$ cat config.mk
export PLATFORM = sky130hd
export DESIGN_NAME = tss_queue
export DESIGN_NICKNAME = d
export VERILOG_FILES = /design/src/hw/rtl/tss_pkg.sv /design/src/hw/rtl/tss_queue.sv
export SDC_FILE = /design/constraint.sdc
export NUM_CORES = 1
export LEC_CHECK = 0
export BUFFER_PORTS_ARGS = -buffer_cell sky130_fd_sc_hd__buf_4
export CAP_MARGIN = 20
export CORE_ASPECT_RATIO = 1.2
export CORE_UTILIZATION = 57
export DETAILED_ROUTE_END_ITERATION = 16
export GPL_TIMING_DRIVEN = 0
export PLACE_DENSITY = 0.77
export SYNTH_ARGS = -nofsm -noshare
export SYNTH_HDL_FRONTEND = slang
export SYNTH_SLANG_ARGS = --single-unit
$ cat constraint.sdc
create_clock -name clk_i -period 5.2 [get_ports clk_i]
set_input_delay 1.04 -clock clk_i [delete_from_list [all_inputs] [get_ports clk_i]]
set_output_delay 1.04 -clock clk_i [all_outputs]
set_load 0.01 [all_outputs]
$ cat src/hw/rtl/tss_pkg.sv
// Shared types and constants for the texture store sampler.
// Used by the front end, the request queue, the back end and the top level.
`timescale 1ns / 1ps

package tss_pkg;

  localparam int unsigned MAX_WIDTH  = 128;
  localparam int unsigned MAX_HEIGHT = 128;
  localparam int unsigned XW = (MAX_WIDTH > 1) ? $clog2(MAX_WIDTH) : 1;
  localparam int unsigned YW = (MAX_HEIGHT > 1) ? $clog2(MAX_HEIGHT) : 1;
  localparam int unsigned DEPTH  = MAX_WIDTH * MAX_HEIGHT;
  localparam int unsigned ADDR_W = $clog2(DEPTH);
  localparam int unsigned SZ_W   = 8;
  localparam int unsigned QDEPTH = 4;
  localparam int unsigned QPTR_W = $clog2(QDEPTH);

  localparam logic [1:0] REG_TEX_WIDTH  = 2'd0;
  localparam logic [1:0] REG_TEX_HEIGHT = 2'd1;

  localparam logic [31:0] OPAQUE_BLACK = 32'hFF00_0000;

  typedef enum logic [1:0] {
    REQ_WRITE    = 2'd0,
    REQ_READ     = 2'd1,
    REQ_NEAREST  = 2'd2,
    REQ_BILINEAR = 2'd3
  } req_e;

  // One classified request as it waits in the queue.
  typedef struct packed {
    req_e              kind;
    logic              drop;    // write or read outside the texture
    logic [XW-1:0]     x0;
    logic [XW-1:0]     x1;
    logic [YW-1:0]     y0;
    logic [YW-1:0]     y1;
    logic [15:0]       fx;
    logic [15:0]       fy;
    logic [31:0]       color;
    logic [SZ_W-1:0]   w;
  } entry_t;

  typedef struct packed {
    logic clearing;
  } stat_t;

endpackage

$ cat src/hw/rtl/tss_queue.sv
// Short request queue between the front end and the back end.
// Depends on tss_pkg for the entry type and depth.
`timescale 1ns / 1ps

module tss_queue import tss_pkg::*; (
  input  logic   clk_i,
  input  logic   rst_ni,
  input  logic   push_i,
  input  entry_t entry_i,
  input  logic   pop_i,
  output entry_t entry_o,
  output logic   full_o,
  output logic   empty_o
);

  entry_t slot_q [QDEPTH];
  logic [QPTR_W-1:0] wr_q, rd_q;
  logic [QPTR_W:0]   cnt_q;
  logic do_push, do_pop;

  assign full_o  = (cnt_q == (QPTR_W+1)'(QDEPTH));
  assign empty_o = (cnt_q == '0);
  assign do_push = push_i && !full_o;
  assign do_pop  = pop_i && !empty_o;
  assign entry_o = slot_q[rd_q];

  // Storage for the waiting requests.
  always_ff @(posedge clk_i) begin
    if (do_push) slot_q[wr_q] <= entry_i;
  end

  // Pointers and fill count.
  always_ff @(posedge clk_i or negedge rst_ni) begin
    if (!rst_ni) begin
      wr_q  <= '0;
      rd_q  <= '0;
      cnt_q <= '0;
    end else begin
      if (do_push) wr_q <= wr_q + 1'b1;
      if (do_pop)  rd_q <= rd_q + 1'b1;
      if (do_push && !do_pop)      cnt_q <= cnt_q + 1'b1;
      else if (do_pop && !do_push) cnt_q <= cnt_q - 1'b1;
    end
  end

endmodule

==> impl_summary.md <==
Route
Wires add up to 27.7 mm. The per-cell via count in the routed design is 5.69. For this run, the detailed router's first-pass iteration total came to 4. The violation count after the first detailed-route iteration is 421. After detailed routing, the number of remaining DRC violations is 0. Summing over every cut layer, the via total after detailed routing is 6828.

After detailed routing, the average wire length per cell comes to 23.1 um. The detail route stage leaves a number of antenna-violating nets equal to 0.

Synthesis
Counting every instance in the synthesized netlist gives 575. Each instance of the synthesized netlist takes up on average 26.6 um2. The count of yosys warnings during synthesis is 0. The synthesized design spends more area on one cell type than any other, namely sky130_fd_sc_hd__edfxtp_1. After Yosys synthesis, full adders, half adders and majority gates account for 0.540% of the synthesized area.

The commonest cells after synthesis are 412 x sky130_fd_sc_hd__edfxtp_1, 103 x sky130_fd_sc_hd__mux4_2, 14 x sky130_fd_sc_hd__buf_2. The commonest register cell after synthesis is sky130_fd_sc_hd__edfxtp_1. The synthesized-area fraction occupied by ao, oa, aoi and oai cells is 0%.

The synthesized-area fraction occupied by xor and xnor cells is 0.344%. The post-synthesis simple-gate area fraction is 0.409%. Synthesis produced a netlist with a net count of 688. The number of library cell types mapped by synthesis is 22. The sequential-to-total area share from yosys stat is 82.1%. In the post-synthesis netlist, the cell with the most instances is sky130_fd_sc_hd__edfxtp_1. Ranked by total cell area, the synthesized netlist is headed by sky130_fd_sc_hd__edfxtp_1 81%, sky130_fd_sc_hd__mux4_2 15%, sky130_fd_sc_hd__dfrtp_1 1.1%.

The share of the synthesized area in the top cell type is 80.9%. The cell area after synthesis is 0.0153 mm2. The dominant combinational cell family by area after synthesis is multiplexers.

In this run, synthesis inferred 412 flip-flops with an integrated enable. After synthesis, the share of flip-flops with an asynchronous set or reset is 1.67%. Counting flops and latches in the post-synthesis netlist gives 419. Measured against the total synthesized area, the mux share comes to 15.3%.

Job
The max-cap violation count is 0.

Pwr
The total leakage power is 6.46 nW. Summing internal, switching and leakage power gives 10.9 mW. The proportion of power drawn by the clock network is 25.8%. For this design the ratio of total power to cell area is 582 mW/mm2. In this run the power spent charging and discharging nets is 3.02 mW.

Of the total power, the share spent switching nets is 27.7%. The part of the power in registers is 42.4%. The internal power of the cells totals 7.88 mW. The proportion of power drawn by combinational gates is 31.8%. The worst-case IR drop observed on VDD is 0.362 mV.

Clocking
The maximum root-to-sink buffer count is 3. The total of hold buffers inserted after clock tree synthesis is 0. The number of levels the H-tree was split into is 2. For this design, the sink count on the clock tree is 419.

Once the clock tree was built, the resizer swapped 0 gates to a different size. Buffers inserted during clock tree synthesis total 40. The TritonCTS clock tree is done. The total setup buffers inserted after CTS is 0. The tree is rooted in a sky130_fd_sc_hd__clkbuf_16.

Clock latency on the worst-skew pair, taken at its later pin, is 0.51 ns. The clock-pin slew reported for the worst setup and hold paths after clock tree synthesis is 0.06 ns.

Worst setup path
STA classifies the critical path endpoint as a primary output. STA classifies the critical path startpoint as a register. The setup check on the worst reg-to-reg path leaves a slack of 2.83 ns. The required time at the worst-slack endpoint is 4.16 ns.

Data on the critical path arrives at its endpoint at 2.32 ns. In this run the worst path has a maximum fanout of 10. The classification of the worst setup path is reg2out.

Final layout
The net total in the final layout is 947. The post-route cell area is 0.0187 mm2. The share of layout cells above drive strength 1 is 46.7%. The area growth from synthesis to layout is 22.5%. The number of diodes is 0.

Cells fill 71.1% of the core in the end.

Global route
The initial antenna violation count came to 0. The via count of the first global-routing pass is 7426. The first global-routing pass estimated 41.5 mm of wire. The maximum number of pins on one net before global-route repair is 56. In the global route stage, overall resource usage came out at 20.5%. After global routing the overflow that remains totals 0.

Placed design
The weighted congestion reported at the end of routability-driven placement is 0.739. The count of buffers inserted at the top-level ports is 211. The wire-length estimate of the detail-placed layout is 17.5 mm.

The placed instance area is 0.0174 mm2.

Die
The floorplan step defined a core boundary enclosing 0.0264 mm2. The horizontal die dimension is 152 um. The number of rows created at floorplan is 65. The full die area is 0.0275 mm2. The initial cell density of the core is 58.0%. The number of top-level design ports is 212.

Measured along the y axis, the die boundary spans 181 um.

Timing
The timing-limited maximum frequency is 297 MHz. The measured slew at the worst slew-check pin is 0.901 ns. Clock skew on the completed layout was measured at 0.00712 ns.

The worst pin sits at a relative slew slack of 39.9%. The final number of max-transition violations is 0. Dividing the final minimum period by the clock period gives 64.7%.

The count of final hold-check violations was 0. Setup repair after global routing left no endpoint under its margin. Counting I/O delays and the setup requirement, the final critical path takes 3.36 ns.

The final number of setup-violating endpoints is 0.

Run status
The flow ran to the end, and the final reports show no timing, DRC or antenna violations.

Worst hold path
The min-delay analysis places its worst path in the category in2async.
worst paths after layout:
check                           startpoint            end  cells past startpoint
worst max-delay path               rd_q[1]    entry_o[18]                      5
worst min-delay path                rst_ni        rd_q[0]                      1
worst max register to register    cnt_q[2]  slot_q[3][45]                      5
worst min register to register    cnt_q[2]       cnt_q[2]                      1
max in group asynchronous           rst_ni        rd_q[1]                      1
min in group clk_i                cnt_q[2]       cnt_q[2]                      1
critical path, stage by stage (launching register included):
cell and delay [ns]:
sky130_fd_sc_hd__dfrtp_1 0.35, sky130_fd_sc_hd__clkbuf_1 0.21, sky130_fd_sc_hd__buf_2 0.35, sky130_fd_sc_hd__buf_2 0.36, sky130_fd_sc_hd__mux4_2 0.36, sky130_fd_sc_hd__buf_4 0.17
registers in the layout, summed over array words and instances (netlist names):
name and flops:
slot_q 412, rd_q 2, wr_q 2, cnt_q 3
layout by cell type (no fill, tap or decap), types with 4 or more instances in the layout:
cell / n
sky130_fd_sc_hd__dfrtp_1: 7
sky130_fd_sc_hd__clkinv_2: 6
sky130_fd_sc_hd__xnor2_1: 4
sky130_fd_sc_hd__buf_2: 14
sky130_fd_sc_hd__buf_8: 5
sky130_fd_sc_hd__clkbuf_1: 14
sky130_fd_sc_hd__clkbuf_16: 42
sky130_fd_sc_hd__and2_4: 4
sky130_fd_sc_hd__edfxtp_1: 412
sky130_fd_sc_hd__inv_1: 4
sky130_fd_sc_hd__clkinv_1: 6
sky130_fd_sc_hd__ha_1: 5
sky130_fd_sc_hd__mux4_2: 103
sky130_fd_sc_hd__buf_4: 212
sky130_fd_sc_hd__buf_12: 4
power groups by stage:
stage                     clock network, mW  logic, mW  registers, mW
after floorplan                           0       2.02           4.69
after global placement                    0       3.38           4.76
after detailed placement                  0       3.52           4.69
after CTS                              2.87       3.54           4.63
after global routing                   2.99       3.73           4.66
final                                  2.82       3.46           4.62
through the flow:
step           setup TNS [ns]  instances  hold slack, ns  setup slack (ns)
2_1_floorplan               0        575           0.445              1.02
3_3_place_gp          -275.07       1121           0.462            -0.686
3_5_place_dp                0       1127           0.490              2.23
4_1_cts                     0       1200           0.313              1.75
5_1_grt                     0       1200           0.313              1.70
6_report                    0       1200           0.327              1.84
cell type report:
type / instances / area, um2
Clock inverter: 18 / 176
Inverter: 4 / 15.0
Clock buffer: 55 / 1120
Sequential cell: 419 / 12500
Timing Repair Buffer: 217 / 1720
Fill cell: 1579 / 7620
Tap cell: 335 / 419
Multi-Input combinational cell: 127 / 2550
Buffer: 25 / 186
kinds of logic (layout without fill, tap and decap cells):
group	after synthesis	count (layout)
xor gates and xnor gates	6	6
adders and majority gates	6	6
buffers and inverters	29	319
DFF	419	419
muxes	105	105
and+or+nand+nor	10	10
metal layers:
layer	routed length, um	track usage (%)	vias up
li1	-	-	2997
met2	14600	35.7	215
met1	10600	25.7	3572
met3	2000	5.35	44
met4	530	5.15	0
met5	0	0	-
Power figures use the tool's default switching activity.
