==> src/hw/rtl/tss_pkg.sv <==
// Shared types and constants for the texture store sampler.
// Used by the front end, the request queue, the back end and the top level.
`timescale 1ns / 1ps

package tss_pkg;

  localparam int unsigned MAX_WIDTH  = 128;
  localparam int unsigned MAX_HEIGHT = 128;
  localparam int unsigned XW = (MAX_WIDTH > 1) ? $clog2(MAX_WIDTH) : 1;
  localparam int unsigned YW = (MAX_HEIGHT > 1) ? $clog2(MAX_HEIGHT) : 1;
  localparam int unsigned DEPTH  = MAX_WIDTH * MAX_HEIGHT;
  localparam int unsigned ADDR_W = $clog2(DEPTH);
  localparam int unsigned SZ_W   = 8;
  localparam int unsigned QDEPTH = 4;
  localparam int unsigned QPTR_W = $clog2(QDEPTH);

  localparam logic [1:0] REG_TEX_WIDTH  = 2'd0;
  localparam logic [1:0] REG_TEX_HEIGHT = 2'd1;

  localparam logic [31:0] OPAQUE_BLACK = 32'hFF00_0000;

  typedef enum logic [1:0] {
    REQ_WRITE    = 2'd0,
    REQ_READ     = 2'd1,
    REQ_NEAREST  = 2'd2,
    REQ_BILINEAR = 2'd3
  } req_e;

  // One classified request as it waits in the queue.
  typedef struct packed {
    req_e              kind;
    logic              drop;    // write or read outside the texture
    logic [XW-1:0]     x0;
    logic [XW-1:0]     x1;
    logic [YW-1:0]     y0;
    logic [YW-1:0]     y1;
    logic [15:0]       fx;
    logic [15:0]       fy;
    logic [31:0]       color;
    logic [SZ_W-1:0]   w;
  } entry_t;

  typedef struct packed {
    logic clearing;
  } stat_t;

endpackage

==> src/hw/rtl/tss_front.sv <==
// Front end: takes request beats and configuration writes, classifies requests.
// Depends on tss_pkg; feeds tss_queue.
`timescale 1ns / 1ps

module tss_front import tss_pkg::*; (
  input  logic          clk_i,
  input  logic          rst_ni,
  input  logic          s_axis_tvalid,
  output logic          s_axis_tready,
  // pos_x, pos_y, coord_u, coord_v, in_red, in_green, in_blue, in_alpha
  input  logic [127:0]  s_axis_tdata,
  // req_type
  input  logic [1:0]    s_axis_tuser,
  input  logic          cfg_valid_i,
  output logic          cfg_ready_o,
  input  logic [1:0]    cfg_index_i,
  input  logic [7:0]    cfg_data_i,
  input  stat_t         stat_i,
  input  logic          full_i,
  output logic          push_o,
  output entry_t        entry_o
);

  typedef struct packed {
    logic [SZ_W-1:0] i0;
    logic [SZ_W-1:0] i1;
    logic [15:0]     fr;
  } axis_t;

  logic [7:0] width_q, width_d, height_q, height_d;
  logic [SZ_W-1:0] w_eff, h_eff;
  logic signed [15:0] px, py;
  logic [15:0] fu, fv;
  logic in_tex;
  logic [23:0] nx, ny;
  axis_t ax, ay;

  // Half-texel offset, floor and wrap of both neighbours along one axis.
  function automatic axis_t bil_axis(input logic [15:0] f, input logic [SZ_W-1:0] n);
    logic [24:0] t;
    logic [8:0]  ip1;
    axis_t       r;
    t    = 25'(f) * 25'(n) + 25'd32768;
    ip1  = t[24:16];
    r.fr = t[15:0];
    r.i1 = (ip1 == 9'(n)) ? '0 : ip1[SZ_W-1:0];
    r.i0 = (ip1 == 9'd0) ? n - 1'b1 : SZ_W'(ip1 - 9'd1);
    return r;
  endfunction

  assign cfg_ready_o = 1'b1;

  // Configuration registers.
  always_comb begin
    width_d  = width_q;
    height_d = height_q;
    if (cfg_valid_i) begin
      case (cfg_index_i)
        REG_TEX_WIDTH:  width_d  = cfg_data_i;
        REG_TEX_HEIGHT: height_d = cfg_data_i;
        default: ;
      endcase
    end
  end

  always_ff @(posedge clk_i or negedge rst_ni) begin
    if (!rst_ni) begin
      width_q  <= 8'(MAX_WIDTH);
      height_q <= 8'(MAX_HEIGHT);
    end else begin
      width_q  <= width_d;
      height_q <= height_d;
    end
  end

  // A zero size acts as one; a size above the maximum acts as the maximum.
  assign w_eff = (width_q == '0) ? SZ_W'(1) :
                 (32'(width_q) > MAX_WIDTH) ? SZ_W'(MAX_WIDTH) : width_q;
  assign h_eff = (height_q == '0) ? SZ_W'(1) :
                 (32'(height_q) > MAX_HEIGHT) ? SZ_W'(MAX_HEIGHT) : height_q;

  assign px = s_axis_tdata[15:0];
  assign py = s_axis_tdata[31:16];
  assign fu = s_axis_tdata[47:32];
  assign fv = s_axis_tdata[79:64];
  assign in_tex = !px[15] && !py[15] &&
                  (px[15:0] < 16'(w_eff)) && (py[15:0] < 16'(h_eff));

  assign nx = 24'(fu) * 24'(w_eff);
  assign ny = 24'(fv) * 24'(h_eff);
  assign ax = bil_axis(fu, w_eff);
  assign ay = bil_axis(fv, h_eff);

  // Classify the request and work out its texel coordinates.
  always_comb begin
    entry_o       = '0;
    entry_o.kind  = req_e'(s_axis_tuser);
    entry_o.color = s_axis_tdata[127:96];
    entry_o.w     = w_eff;
    case (req_e'(s_axis_tuser))
      REQ_WRITE, REQ_READ: begin
        entry_o.drop = !in_tex;
        entry_o.x0   = px[XW-1:0];
        entry_o.y0   = py[YW-1:0];
      end
      REQ_NEAREST: begin
        entry_o.x0 = nx[16 +: XW];
        entry_o.y0 = ny[16 +: YW];
      end
      default: begin
        entry_o.x0 = ax.i0[XW-1:0];
        entry_o.x1 = ax.i1[XW-1:0];
        entry_o.y0 = ay.i0[YW-1:0];
        entry_o.y1 = ay.i1[YW-1:0];
        entry_o.fx = ax.fr;
        entry_o.fy = ay.fr;
      end
    endcase
  end

  assign s_axis_tready = !full_i && !stat_i.clearing;
  assign push_o        = s_axis_tvalid && s_axis_tready;

endmodule

==> config.mk <==
export PLATFORM = sky130hd
export DESIGN_NAME = tss_front
export DESIGN_NICKNAME = d
export VERILOG_FILES = /design/src/hw/rtl/tss_pkg.sv /design/src/hw/rtl/tss_front.sv
export SDC_FILE = /design/constraint.sdc
export NUM_CORES = 1
export LEC_CHECK = 0
export BUFFER_PORTS_ARGS = -buffer_cell sky130_fd_sc_hd__buf_2
export CAP_MARGIN = 20
export CORE_UTILIZATION = 25
export DETAILED_ROUTE_END_ITERATION = 16
export GPL_TIMING_DRIVEN = 0
export PLACE_DENSITY_LB_ADDON = 0.1
export SYNTH_ARGS = -nofsm -noshare
export SYNTH_HDL_FRONTEND = slang
export SYNTH_SLANG_ARGS = --single-unit
==> constraint.sdc <==
create_clock -name clk_i -period 9.6 [get_ports clk_i]
set_input_delay 1.44 -clock clk_i [delete_from_list [all_inputs] [get_ports clk_i]]
set_output_delay 1.44 -clock clk_i [all_outputs]
set_load 0.005 [all_outputs]
==> metrics.md, run 1 <==
| Metric | Value |
|---|---|
| Vias per cell | 4.62 |
| Leakage | between 8 and 9 nW |
| Synth area leaders | fa_1, ha_1, inv_1 |
| Min-delay worst type | reg2reg |
| P&R area growth vs syn | 16.7% |
| DRT iter0 DRCs | 609 |
| PwrDens | between 300 and 400 nW/um2 |
| Wire per inst | 19.0 um |
| Worst Skew | 0 ps |
| Final core occ | 0.296 |
| Fillers | 6372 |
| Core ar. | approximately 58000 um2 |
| Synth warnings | 0 |
| Clk root buf | clkbuf_16 |
| Status | finished clean |
| Row count | 88 |
| Detailed-route DRC error count | 0 |
| FFs w/ async S/R, synth | 1.00 |
| Share of the clock period used by the worst path | 0.974 |
| Crit path buf inv count | 7 |
| Overall die area | 59600 um2 |
| R2r setup slk | ~8300 ps |
| Post-synthesis average cell area | roughly 8.4 um2 |
| Die width | approximately 240 um |
| Post-Route WL | 51600 um |
| Grt ovf | 0 |
| Crit path max-delay family | adder cells |
| First-pass GRT wire length | 79300 um |
| Worst reg-to-reg path cell count | 3 |
| Worst IR drop on VDD | around 0.17 mV |
| Die extent in y | about 240 um |
| TritonCTS buffer count | 3 |
| Fmax | between 0.1 and 0.15 GHz |
| Final number of max-transition violations | 0 |
| Final Cell Area | 17100 um2 |
| PortBufs | around 180 |
| Detailed Routing Iterations Pass 1 | 5 |
| Hold path start | width_q[3] |
| Initial core utilization | 0.254 |
| CTS sink cnt | 16 |
| Ys flop type | dfrtp_1 |
| Synthesis-stage register bit count | 16 |
| NumNets Final | roughly 2500 |
| Crit Path Class | in2out |
| Post-synthesis sequential area ratio | 0.0275 |
| Clk_lat worst skew | about 240 ps |
| Syn Inst Count | between 1500 and 2000 |
| Yosys top cell area share | 0.350 |
| Critical path data required time | a little over 8000 ps |
| Post-DP HPWL | between 40000 and 50000 um |
| Cell Area, Synth | roughly 15000 um2 |
| Reg2reg start | width_q[7] |
| CP max stage delay | 560 ps |
| Net count after synthesis | between 2000 and 2500 |
| GPL Wtd Cong | 0.836 |
| Slew HR | 0.397 |
| Pwr Total | around 0.0066 W |
| H-tree lvl count | 1 |
| Non-Filler Instances | between 2000 and 3000 |
| Measured slew at the worst slew-check pin | 897 ps |
| Dpl cells | around 2700 |
| Max Cap Violations | 0 |
| Vias | approximately 13000 |
| Max clock buf depth | 2 |
| CP Data Arrival Time | approximately 7900 ps |
| Ports | roughly 250 |
| WHS Endpoint | width_q[3] |
| Antenna Nets Post-Route | 0 |
| Worst hold stages | 1 |
| Slowest stage cell, crit path | fa_1 |
| Element type at the critical path start | primary input |
| Critical Path Fanout Max | 8 |
| Setup crit end kind | primary output |
| Finish-stage setup viols | 0 |
| Total Routing Usage GR | 0.174 |
| CTS tree | done |
| Endpoints failing hold | 0 |
| Clock slew at reported path FFs | 50 ps |
| Distinct cells, synth | slightly above 80 |
| Largest net degree at the start of global routing | 17 |
| Worst r2r dst | width_q[7] |
| Cell taking the most area after synthesis | fa_1 |
| Placement Cell Area | between 15000 and 20000 um2 |
| Vias in the first global route | 13126 |
| RSZ-0062 raised after global routing | false |
| Post-synth EDFFs | 0 |
| Fraction of layout cells with a size suffix above 1 | 0.187 |
| Number of antenna violations at the first check in global routing | 3 |
| Fin crit period | 9350 ps |
-- cells in the mapped netlist (7+ instances only) --
| master | number |
|---|---|
| o21ai_0 | 46 |
| nand3_1 | 21 |
| inv_1 | 342 |
| nand4_1 | 13 |
| ha_1 | 178 |
| o31ai_1 | 7 |
| a31oi_1 | 10 |
| buf_4 | 35 |
| a21oi_1 | 57 |
| nand2_1 | 170 |
| o21a_1 | 10 |
| nor3_1 | 26 |
| xnor2_1 | 37 |
| a21o_1 | 24 |
| nor4_1 | 10 |
| o21bai_1 | 7 |
| dfrtp_1 | 14 |
| and3_1 | 24 |
| a211oi_1 | 15 |
| fa_1 | 256 |
| xor2_1 | 22 |
| nor2_1 | 77 |
| and2_1 | 138 |
| o211ai_1 | 7 |
| mux2_2 | 16 |
| clkbuf_1 | 51 |
| nor2b_1 | 16 |
| nand2b_1 | 8 |
-- worst max-delay path by stage --
| stage | startpoint | end | slack [ps] | cells past startpoint |
|---|---|---|---|---|
| floorplan | s_axis_tdata[36] | entry_o[99] | 770 | 25 |
| global placement | width_q[7] | entry_o[99] | -1140 | 26 |
| detailed placement | width_q[7] | entry_o[99] | -1080 | 26 |
| CTS | height_q[7] | entry_o[85] | 5 | 27 |
| global route | s_axis_tdata[76] | entry_o[85] | 10 | 27 |
| finish | s_axis_tdata[32] | entry_o[97] | 250 | 26 |
-- cells in the final DEF (no fill, tap or decap), types with 14 or more instances in the layout --
| cell | count |
|---|---|
| clkbuf_2 | 15 |
| nor2_1 | 74 |
| a21o_1 | 24 |
| nand2_1 | 170 |
| and3_1 | 21 |
| ha_1 | 173 |
| buf_2 | 191 |
| o21ai_0 | 37 |
| buf_4 | 50 |
| nand3_1 | 19 |
| mux2_2 | 16 |
| xor2_1 | 19 |
| inv_1 | 342 |
| and2_1 | 138 |
| dfrtp_1 | 14 |
| clkbuf_1 | 18 |
| fa_1 | 256 |
| a21oi_1 | 53 |
| xnor2_1 | 34 |
| nor3_1 | 25 |
-- flip-flops by register name (all words and copies together) (netlist names) --
| signal | count |
|---|---|
| height_q | 8 |
| width_q | 8 |
-- repair_timing --
action,in CTS,in global routing
endpoints found under the setup margin,19,7
gates resized for setup,57,69
buffers inserted,5,9
endpoints found under the hold margin,0,0
pin swaps,5,16
hold buffers,0,0
-- where the power goes --
part	total, W	leakage, nW	internal (W)	switching (W)
Clock	0.0000880	0.0442	0.0000632	0.0000248
Sequential	0.0000996	0.187	0.0000818	0.0000178
Combinational	0.00637	8.55	0.00254	0.00383
-- cell families after synthesis --
family / Yosys count / share of synthesized area
buffers and inverters: 436 / 0.121
other: 1 / 0.000256
and+or+nand+nor: 540 / 0.189
xor gates and xnor gates: 59 / 0.0353
DFF: 16 / 0.0275
adders and majority gates: 434 / 0.502
AOI/OAI and AO/OA: 239 / 0.111
muxes: 19 / 0.0143
-- layer usage --
layer  up-vias  global-route usage  share of wire
li1       5940                   -              -
met1      6308               0.260           0.51
met2       248               0.285           0.45
met3        17             0.00680          0.031
met4         0              0.0173         0.0083
met5         -                   0              0
-- cell type report --
class                      count  area (um2)  area share
multi-input combinational   1292       12800       0.747
inverter                     343        1290      0.0753
timing repair buffer         199        1030      0.0604
tap                          765         957      0.0560
buffer                        88         548      0.0320
sequential                    16         403      0.0236
clock buffer                   4        88.8     0.00519
antenna                        3        7.51    0.000439
-- per-stage QoR --
stage / setup slack, ps / TNS (ps) / hold slack (ps)
after floorplan: 766 / 0 / 480
after global placement: -1140 / -7230 / 516
after detailed placement: -1080 / -5580 / 526
after CTS: 5.01 / 0 / 537
after global routing: 13.8 / 0 / 562
final: 254 / 0 / 539
(Power assumes the default switching activity.)
==> run 2, diff against run 1 <==
--- a/config.mk
+++ b/config.mk
@@ -5,12 +5,15 @@
 export SDC_FILE = /design/constraint.sdc
 export NUM_CORES = 1
 export LEC_CHECK = 0
+export ABC_AREA = 1
 export BUFFER_PORTS_ARGS = -buffer_cell sky130_fd_sc_hd__buf_2
 export CAP_MARGIN = 20
 export CORE_UTILIZATION = 25
 export DETAILED_ROUTE_END_ITERATION = 16
 export GPL_TIMING_DRIVEN = 0
 export PLACE_DENSITY_LB_ADDON = 0.1
+export REMOVE_ABC_BUFFERS = 1
+export SKIP_CTS_REPAIR_TIMING = 1
 export SYNTH_ARGS = -nofsm -noshare
 export SYNTH_HDL_FRONTEND = slang
 export SYNTH_SLANG_ARGS = --single-unit
==> run 2 against run 1 <==
Net effect: fmax increased by 2.1%; register-to-register slack improved by 160 ps; hold slack worse by 54 ps; count of clock-buffer cells in the layout stayed put; critical path type is now reg2out; largest cell class unchanged; largest power group unchanged.
==> metrics.md, run 2 <==
| Metric | Value |
|---|---|
| Measured slew at the worst slew-check pin | 1050 ps |
| CP dominant cell by count | nand2_1 |
| Detailed-route DRC error count | 0 |
| Synth warnings | 0 |
| Clk pwr share | 0.017 |
| CTS tree | done |
| Fraction of layout cells with a size suffix above 1 | 0.0962 |
| Post-DP HPWL | between 40000 and 50000 um |
| Area of the multi-input gates | roughly 12000 um2 |
| Final number of max-transition violations | 0 |
| NumNets Final | between 2000 and 3000 |
| Grt ovf | 0 |
| Detailed Routing Iterations Pass 1 | 8 |
| FFs w/ async S/R, synth | 1.00 |
| Wire per inst | ~17 um |
| GPL Wtd Cong | between 0.8 and 0.9 |
| Non-Filler Instances | roughly 3100 |
| Setup crit end kind | primary output |
| Sequential Power Share | 0.020 |
| Vias | 13652 |
| Most frequent cells in the layout | inv_1, nand2_1, fa_1 |
| P&R area growth vs syn | 10.5% |
| Largest registers | height_q (8), width_q (8) |
| CP max stage delay | 900 ps |
| Vias per cell | between 4 and 5 |
| Total negative slack | 0 ps |
| H-tree lvl count | 1 |
| Combinational power share | 0.963 |
| Syn Inst Count | between 2000 and 2500 |
| Post-synthesis sequential area ratio | 0.0266 |
| First-pass GRT wire length | just over 80000 um |
| Min-delay worst type | reg2reg |
| Fin crit period | a little over 9000 ps |
| DRT iter0 DRCs | 744 |
| Worst Skew | 0 ps |
| Post-synthesis average cell area | about 7 um2 |
| Total Routing Usage GR | 0.173 |
| Slowest stage cell, crit path | dfstp_2 |
| Count leader, synth | inv_1 |
| Number of antenna violations at the first check in global routing | 0 |
| Fmax | roughly 0.11 GHz |
| Clock slew at reported path FFs | about 50 ps |
| Int Power | approximately 0.0018 W |
| Ys flop type | dfrtp_1 |
| Critical Path Fanout Max | 22 |
| Post-synth EDFFs | 0 |
| Fillers | between 6000 and 7000 |
| Sw Share | 0.640 |
| PwrDens | around 300 nW/um2 |
| Max Cap Violations | 0 |
| Worst IR drop on VDD | about 0.13 mV |
| Distinct cells, synth | between 50 and 60 |
| Overall die area | around 62000 um2 |
| Reg area | around 410 um2 |
| Leakage | around 9.5 nW |
| Commonest non-fill, non-tap cell in the layout | inv_1 |
| Cell Area, Synth | roughly 15000 um2 |
| Yosys top cell area share | 0.339 |
| TritonCTS buffer count | 3 |
| Antenna Nets Post-Route | 0 |
| RSZ-0062 raised after global routing | false |
| Top cells by count, synth | inv_1, nand2_1, fa_1 |
| Critical path data required time | 8160 ps |
| Core ar. | between 50000 and 60000 um2 |
| Row count | 89 |
| Cell taking the most area after synthesis | fa_1 |
| Slew HR | 0.302 |
| Post-Route WL | approximately 53000 um |
| Synth area leaders | fa_1, ha_1, inv_1 |
| Clk root buf | clkbuf_16 |
| Crit Path Class | reg2out |
| Finish-stage setup viols | 0 |
| Psw | 0.00322 W |
| Max clock buf depth | 2 |
| Clk_lat worst skew | between 200 and 250 ps |
| Hold_ws | between 400 and 500 ps |
| Synthesis-stage register bit count | 16 |
| CP Data Arrival Time | between 7000 and 8000 ps |
| Ports | 252 |
| Initial core utilization | 0.255 |
| Share of the clock period used by the worst path | 0.953 |
| PortBufs | roughly 150 |
| Endpoints failing hold | 0 |
| Status | finished clean |
| Die extent in y | between 200 and 250 um |
| Die width | between 200 and 250 um |
| Element type at the critical path start | flop |
| Vias in the first global route | between 10000 and 15000 |
| Largest net degree at the start of global routing | 27 |
| Dpl cells | slightly above 3000 |
| CTS sink cnt | 16 |
==> run 2: cell count changes after synthesis, sizes merged, moves of 23 or more <==
cell	previous run	this run
a21o	25	2
and2	139	3
and3	25	1
clkbuf	51	23
inv	342	548
nand2	170	519
nand3	21	90
nor2	77	262
xnor2	37	12
==> run 2: final timing paths <==
check,startpoint,to,slack (ps),depth (start not counted)
hold / removal,width_q[6],width_q[6],490,2
hold reg to reg,width_q[6],width_q[6],490,2
min in group asynchronous,rst_ni,height_q[5],1110,1
setup reg to reg,height_q[7],height_q[7],8410,2
setup / recovery,height_q[7],entry_o[83],450,30
max in group asynchronous,rst_ni,width_q[7],8190,1
==> run 2: cells by family (layout without fill, tap and decap cells) <==
group | Yosys count | count (layout) | synth area share
AOI/OAI and AO/OA | 160 | 160 | 0.0589
xor gates and xnor gates | 20 | 20 | 0.0121
adders and majority gates | 434 | 434 | 0.486
buffers and inverters | 621 | 724 | 0.163
DFF | 16 | 16 | 0.0266
other | 1 | 2 | 0.000248
and+or+nand+nor | 932 | 932 | 0.253
==> run 2: area by class of cell <==
type	instances	area share
sequential	16	0.0243
clock buffer	4	0.00531
inverter	555	0.126
multi-input combinational	1547	0.734
tap	773	0.0579
timing repair buffer	165	0.0524
antenna	1	0.000150
==> run 2: power by group through the flow <==
stage | Clock [W] | Combinational [W] | Sequential [W]
detailed placement | 0 | 0.00487 | 0.0000998
floorplan | 0 | 0.00341 | 0.0000907
global route | 0.0000927 | 0.00556 | 0.000102
global placement | 0 | 0.00486 | 0.0000995
CTS | 0.0000899 | 0.00491 | 0.0000989
finish | 0.0000873 | 0.00485 | 0.0000999
==> run 2: worst max-delay path: cells and delay by family, from the launching register on <==
| kind | cells | cell delay [ps] |
|---|---|---|
| flops | 1 | 900 |
| simple gates | 18 | 2860 |
| buf+inv | 6 | 1100 |
| fa+ha+maj | 6 | 2560 |
==> run 2: routing by layer <==
metal | global-route usage | share of wire | vias up
met5 | 0 | 0 | -
met4 | 0.0162 | 0.0095 | 0
met3 | 0.0191 | 0.046 | 26
met2 | 0.281 | 0.45 | 308
met1 | 0.254 | 0.49 | 6601
li1 | - | - | 6717
==> run 2: stage by stage <==
stage / instance area (um2) / utilization / worst slack (ps) / power (W)
after floorplan: 14700 / - / 2150 / 0.00350
after global placement: 16500 / 0.278 / -609 / 0.00496
after detailed placement: 16600 / 0.279 / 248 / 0.00497
after CTS: 16700 / 0.281 / -39.3 / 0.00509
after global routing: 16700 / 0.282 / 1.78 / 0.00576
final: 16700 / 0.282 / 447 / 0.00503
==> run 3, diff against run 2 <==
--- a/config.mk
+++ b/config.mk
@@ -11,7 +11,6 @@
 export CORE_UTILIZATION = 25
 export DETAILED_ROUTE_END_ITERATION = 16
 export GPL_TIMING_DRIVEN = 0
-export PLACE_DENSITY_LB_ADDON = 0.1
 export REMOVE_ABC_BUFFERS = 1
 export SKIP_CTS_REPAIR_TIMING = 1
 export SYNTH_ARGS = -nofsm -noshare
==> run 3 against run 2 <==
Net effect: sequential share of layout area hardly changed; via count is 1.7% higher; worst setup slack better by 1.0 ps; cell count hardly changed; critical endpoint is now entry_o[95].
==> metrics.md, run 3 (same netlist as run 2, synthesis figures left out) <==
| Metric | Value |
|---|---|
| Dpl cells | just over 3000 |
| Largest net degree at the start of global routing | 24 |
| Min-delay worst type | reg2reg |
| Post-Route WL | roughly 47000 um |
| Status | finished clean |
| Non-Filler Instances | roughly 3100 |
| GPL Wtd Cong | approximately 0.94 |
| Post-DP HPWL | approximately 42000 um |
| Vias in the first global route | between 10000 and 15000 |
| First-pass GRT wire length | roughly 75000 um |
| PortBufs | 154 |
| Fillers | ~6600 |
| Fmax | between 0.1 and 0.15 GHz |
| Overall die area | approximately 60000 um2 |
| Grt ovf | 0 |
| Die width | ~250 um |
| Hold path start | width_q[2] |
| Commonest non-fill, non-tap cell in the layout | inv_1 |
| NumNets Final | 2864 |
| Setup crit start | width_q[7] |
| Max clock buf depth | 2 |
| Setup crit end kind | primary output |
| Ports | approximately 250 |
| Leakage | ~9.4 nW |
| CTS tree | done |
| Slowest stage cell, crit path | clkinvlp_4 |
| Most frequent cells in the layout | inv_1, nand2_1, fa_1 |
| Crit Path Class | reg2out |
| Slew HR | 0.346 |
| Largest registers | height_q (8), width_q (8) |
| Vias per cell | 4.54 |
| Row count | roughly 90 |
| H-tree lvl count | 1 |
| Critical Path Fanout Max | 21 |
| Final number of max-transition violations | 0 |
| DRT iter0 DRCs | approximately 860 |
| Core ar. | just under 60000 um2 |
| Measured slew at the worst slew-check pin | slightly below 1000 ps |
| Clock slew at reported path FFs | 50 ps |
| Share of the clock period used by the worst path | 0.953 |
| Element type at the critical path start | flop |
| Clk_lat worst skew | approximately 240 ps |
| PwrDens | 296 nW/um2 |
| Finish-stage setup viols | 0 |
| CTS sink cnt | 16 |
| CP Data Arrival Time | around 7700 ps |
| Detailed Routing Iterations Pass 1 | 6 |
| Worst Skew | 0 ps |
| RSZ-0062 raised after global routing | true |
| Worst IR drop on VDD | 0.298 mV |
| TritonCTS buffer count | 3 |
| CP max stage delay | 630 ps |
| Detailed-route DRC error count | 0 |
| Critical path data required time | 8160 ps |
| Fraction of layout cells with a size suffix above 1 | 0.0933 |
| Final core occ | 0.281 |
| Total Routing Usage GR | 0.156 |
| Endpoints failing hold | 0 |
| Initial core utilization | 0.255 |
| P&R area growth vs syn | 10.4% |
| Max Cap Violations | 0 |
| Reg2reg start | height_q[7] |
| Number of antenna violations at the first check in global routing | 8 |
| Vias | ~14000 |
| Clk root buf | clkbuf_16 |
| Wire per inst | 15.4 um |
| Fin crit period | between 9000 and 10000 ps |
| Die extent in y | roughly 250 um |
| Antenna Nets Post-Route | 0 |
==> run 3: metrics by stage <==
step	power (W)	TNS (ps)	hold WS, ps	setup slack [ps]	cell area (um2)
6_report	0.00495	0	486	448	16700
5_1_grt	0.00565	-19.7	528	-19.7	16700
4_1_cts	0.00495	0	491	188	16600
3_5_place_dp	0.00482	0	479	490	16600
3_3_place_gp	0.00482	-192	472	-177	16500
2_1_floorplan	0.00350	0	453	2150	14700
==> run 3: path summary, 6_finish.rpt <==
path,end,slack (ps),depth (start not counted)
min,width_q[2],490,2
min reg2reg,width_q[2],490,2
max reg2reg,height_q[7],8430,2
max,entry_o[95],450,32
min in group asynchronous,width_q[5],1100,1
max in group asynchronous,height_q[7],8190,1
==> run 3: where the power goes <==
part	total, W	switching (W)	internal (W)
Combinational	0.00476	0.00309	0.00167
Clock	0.0000893	0.0000260	0.0000633
Sequential	0.0000987	0.0000185	0.0000802
==> run 3: worst max-delay path, delay by kind of cell (launching register included) <==
family / cells / cell delay (ps)
flops: 1 / 560
simple gates: 15 / 2250
compound gates: 3 / 660
fa+ha+maj: 6 / 2680
buf+inv: 8 / 1280
==> run 3: routing by layer <==
| layer | vias to the layer above | routed length (um) | track usage |
|---|---|---|---|
| li1 | 6710 | - | - |
| met1 | 6590 | 20700 | 0.205 |
| met2 | 521 | 21500 | 0.262 |
| met3 | 52 | 4120 | 0.0331 |
| met4 | 8 | 773 | 0.0276 |
| met5 | - | 49 | 0 |
==> run 3: layout make-up <==
class	instances	area [um2]	share of cell area
tap	773	967	0.0579
clock buffer	4	88.8	0.00532
antenna	3	7.51	0.000449
inverter	555	2090	0.125
multi-input combinational	1547	12300	0.735
timing repair buffer	161	867	0.0519
sequential	16	407	0.0243
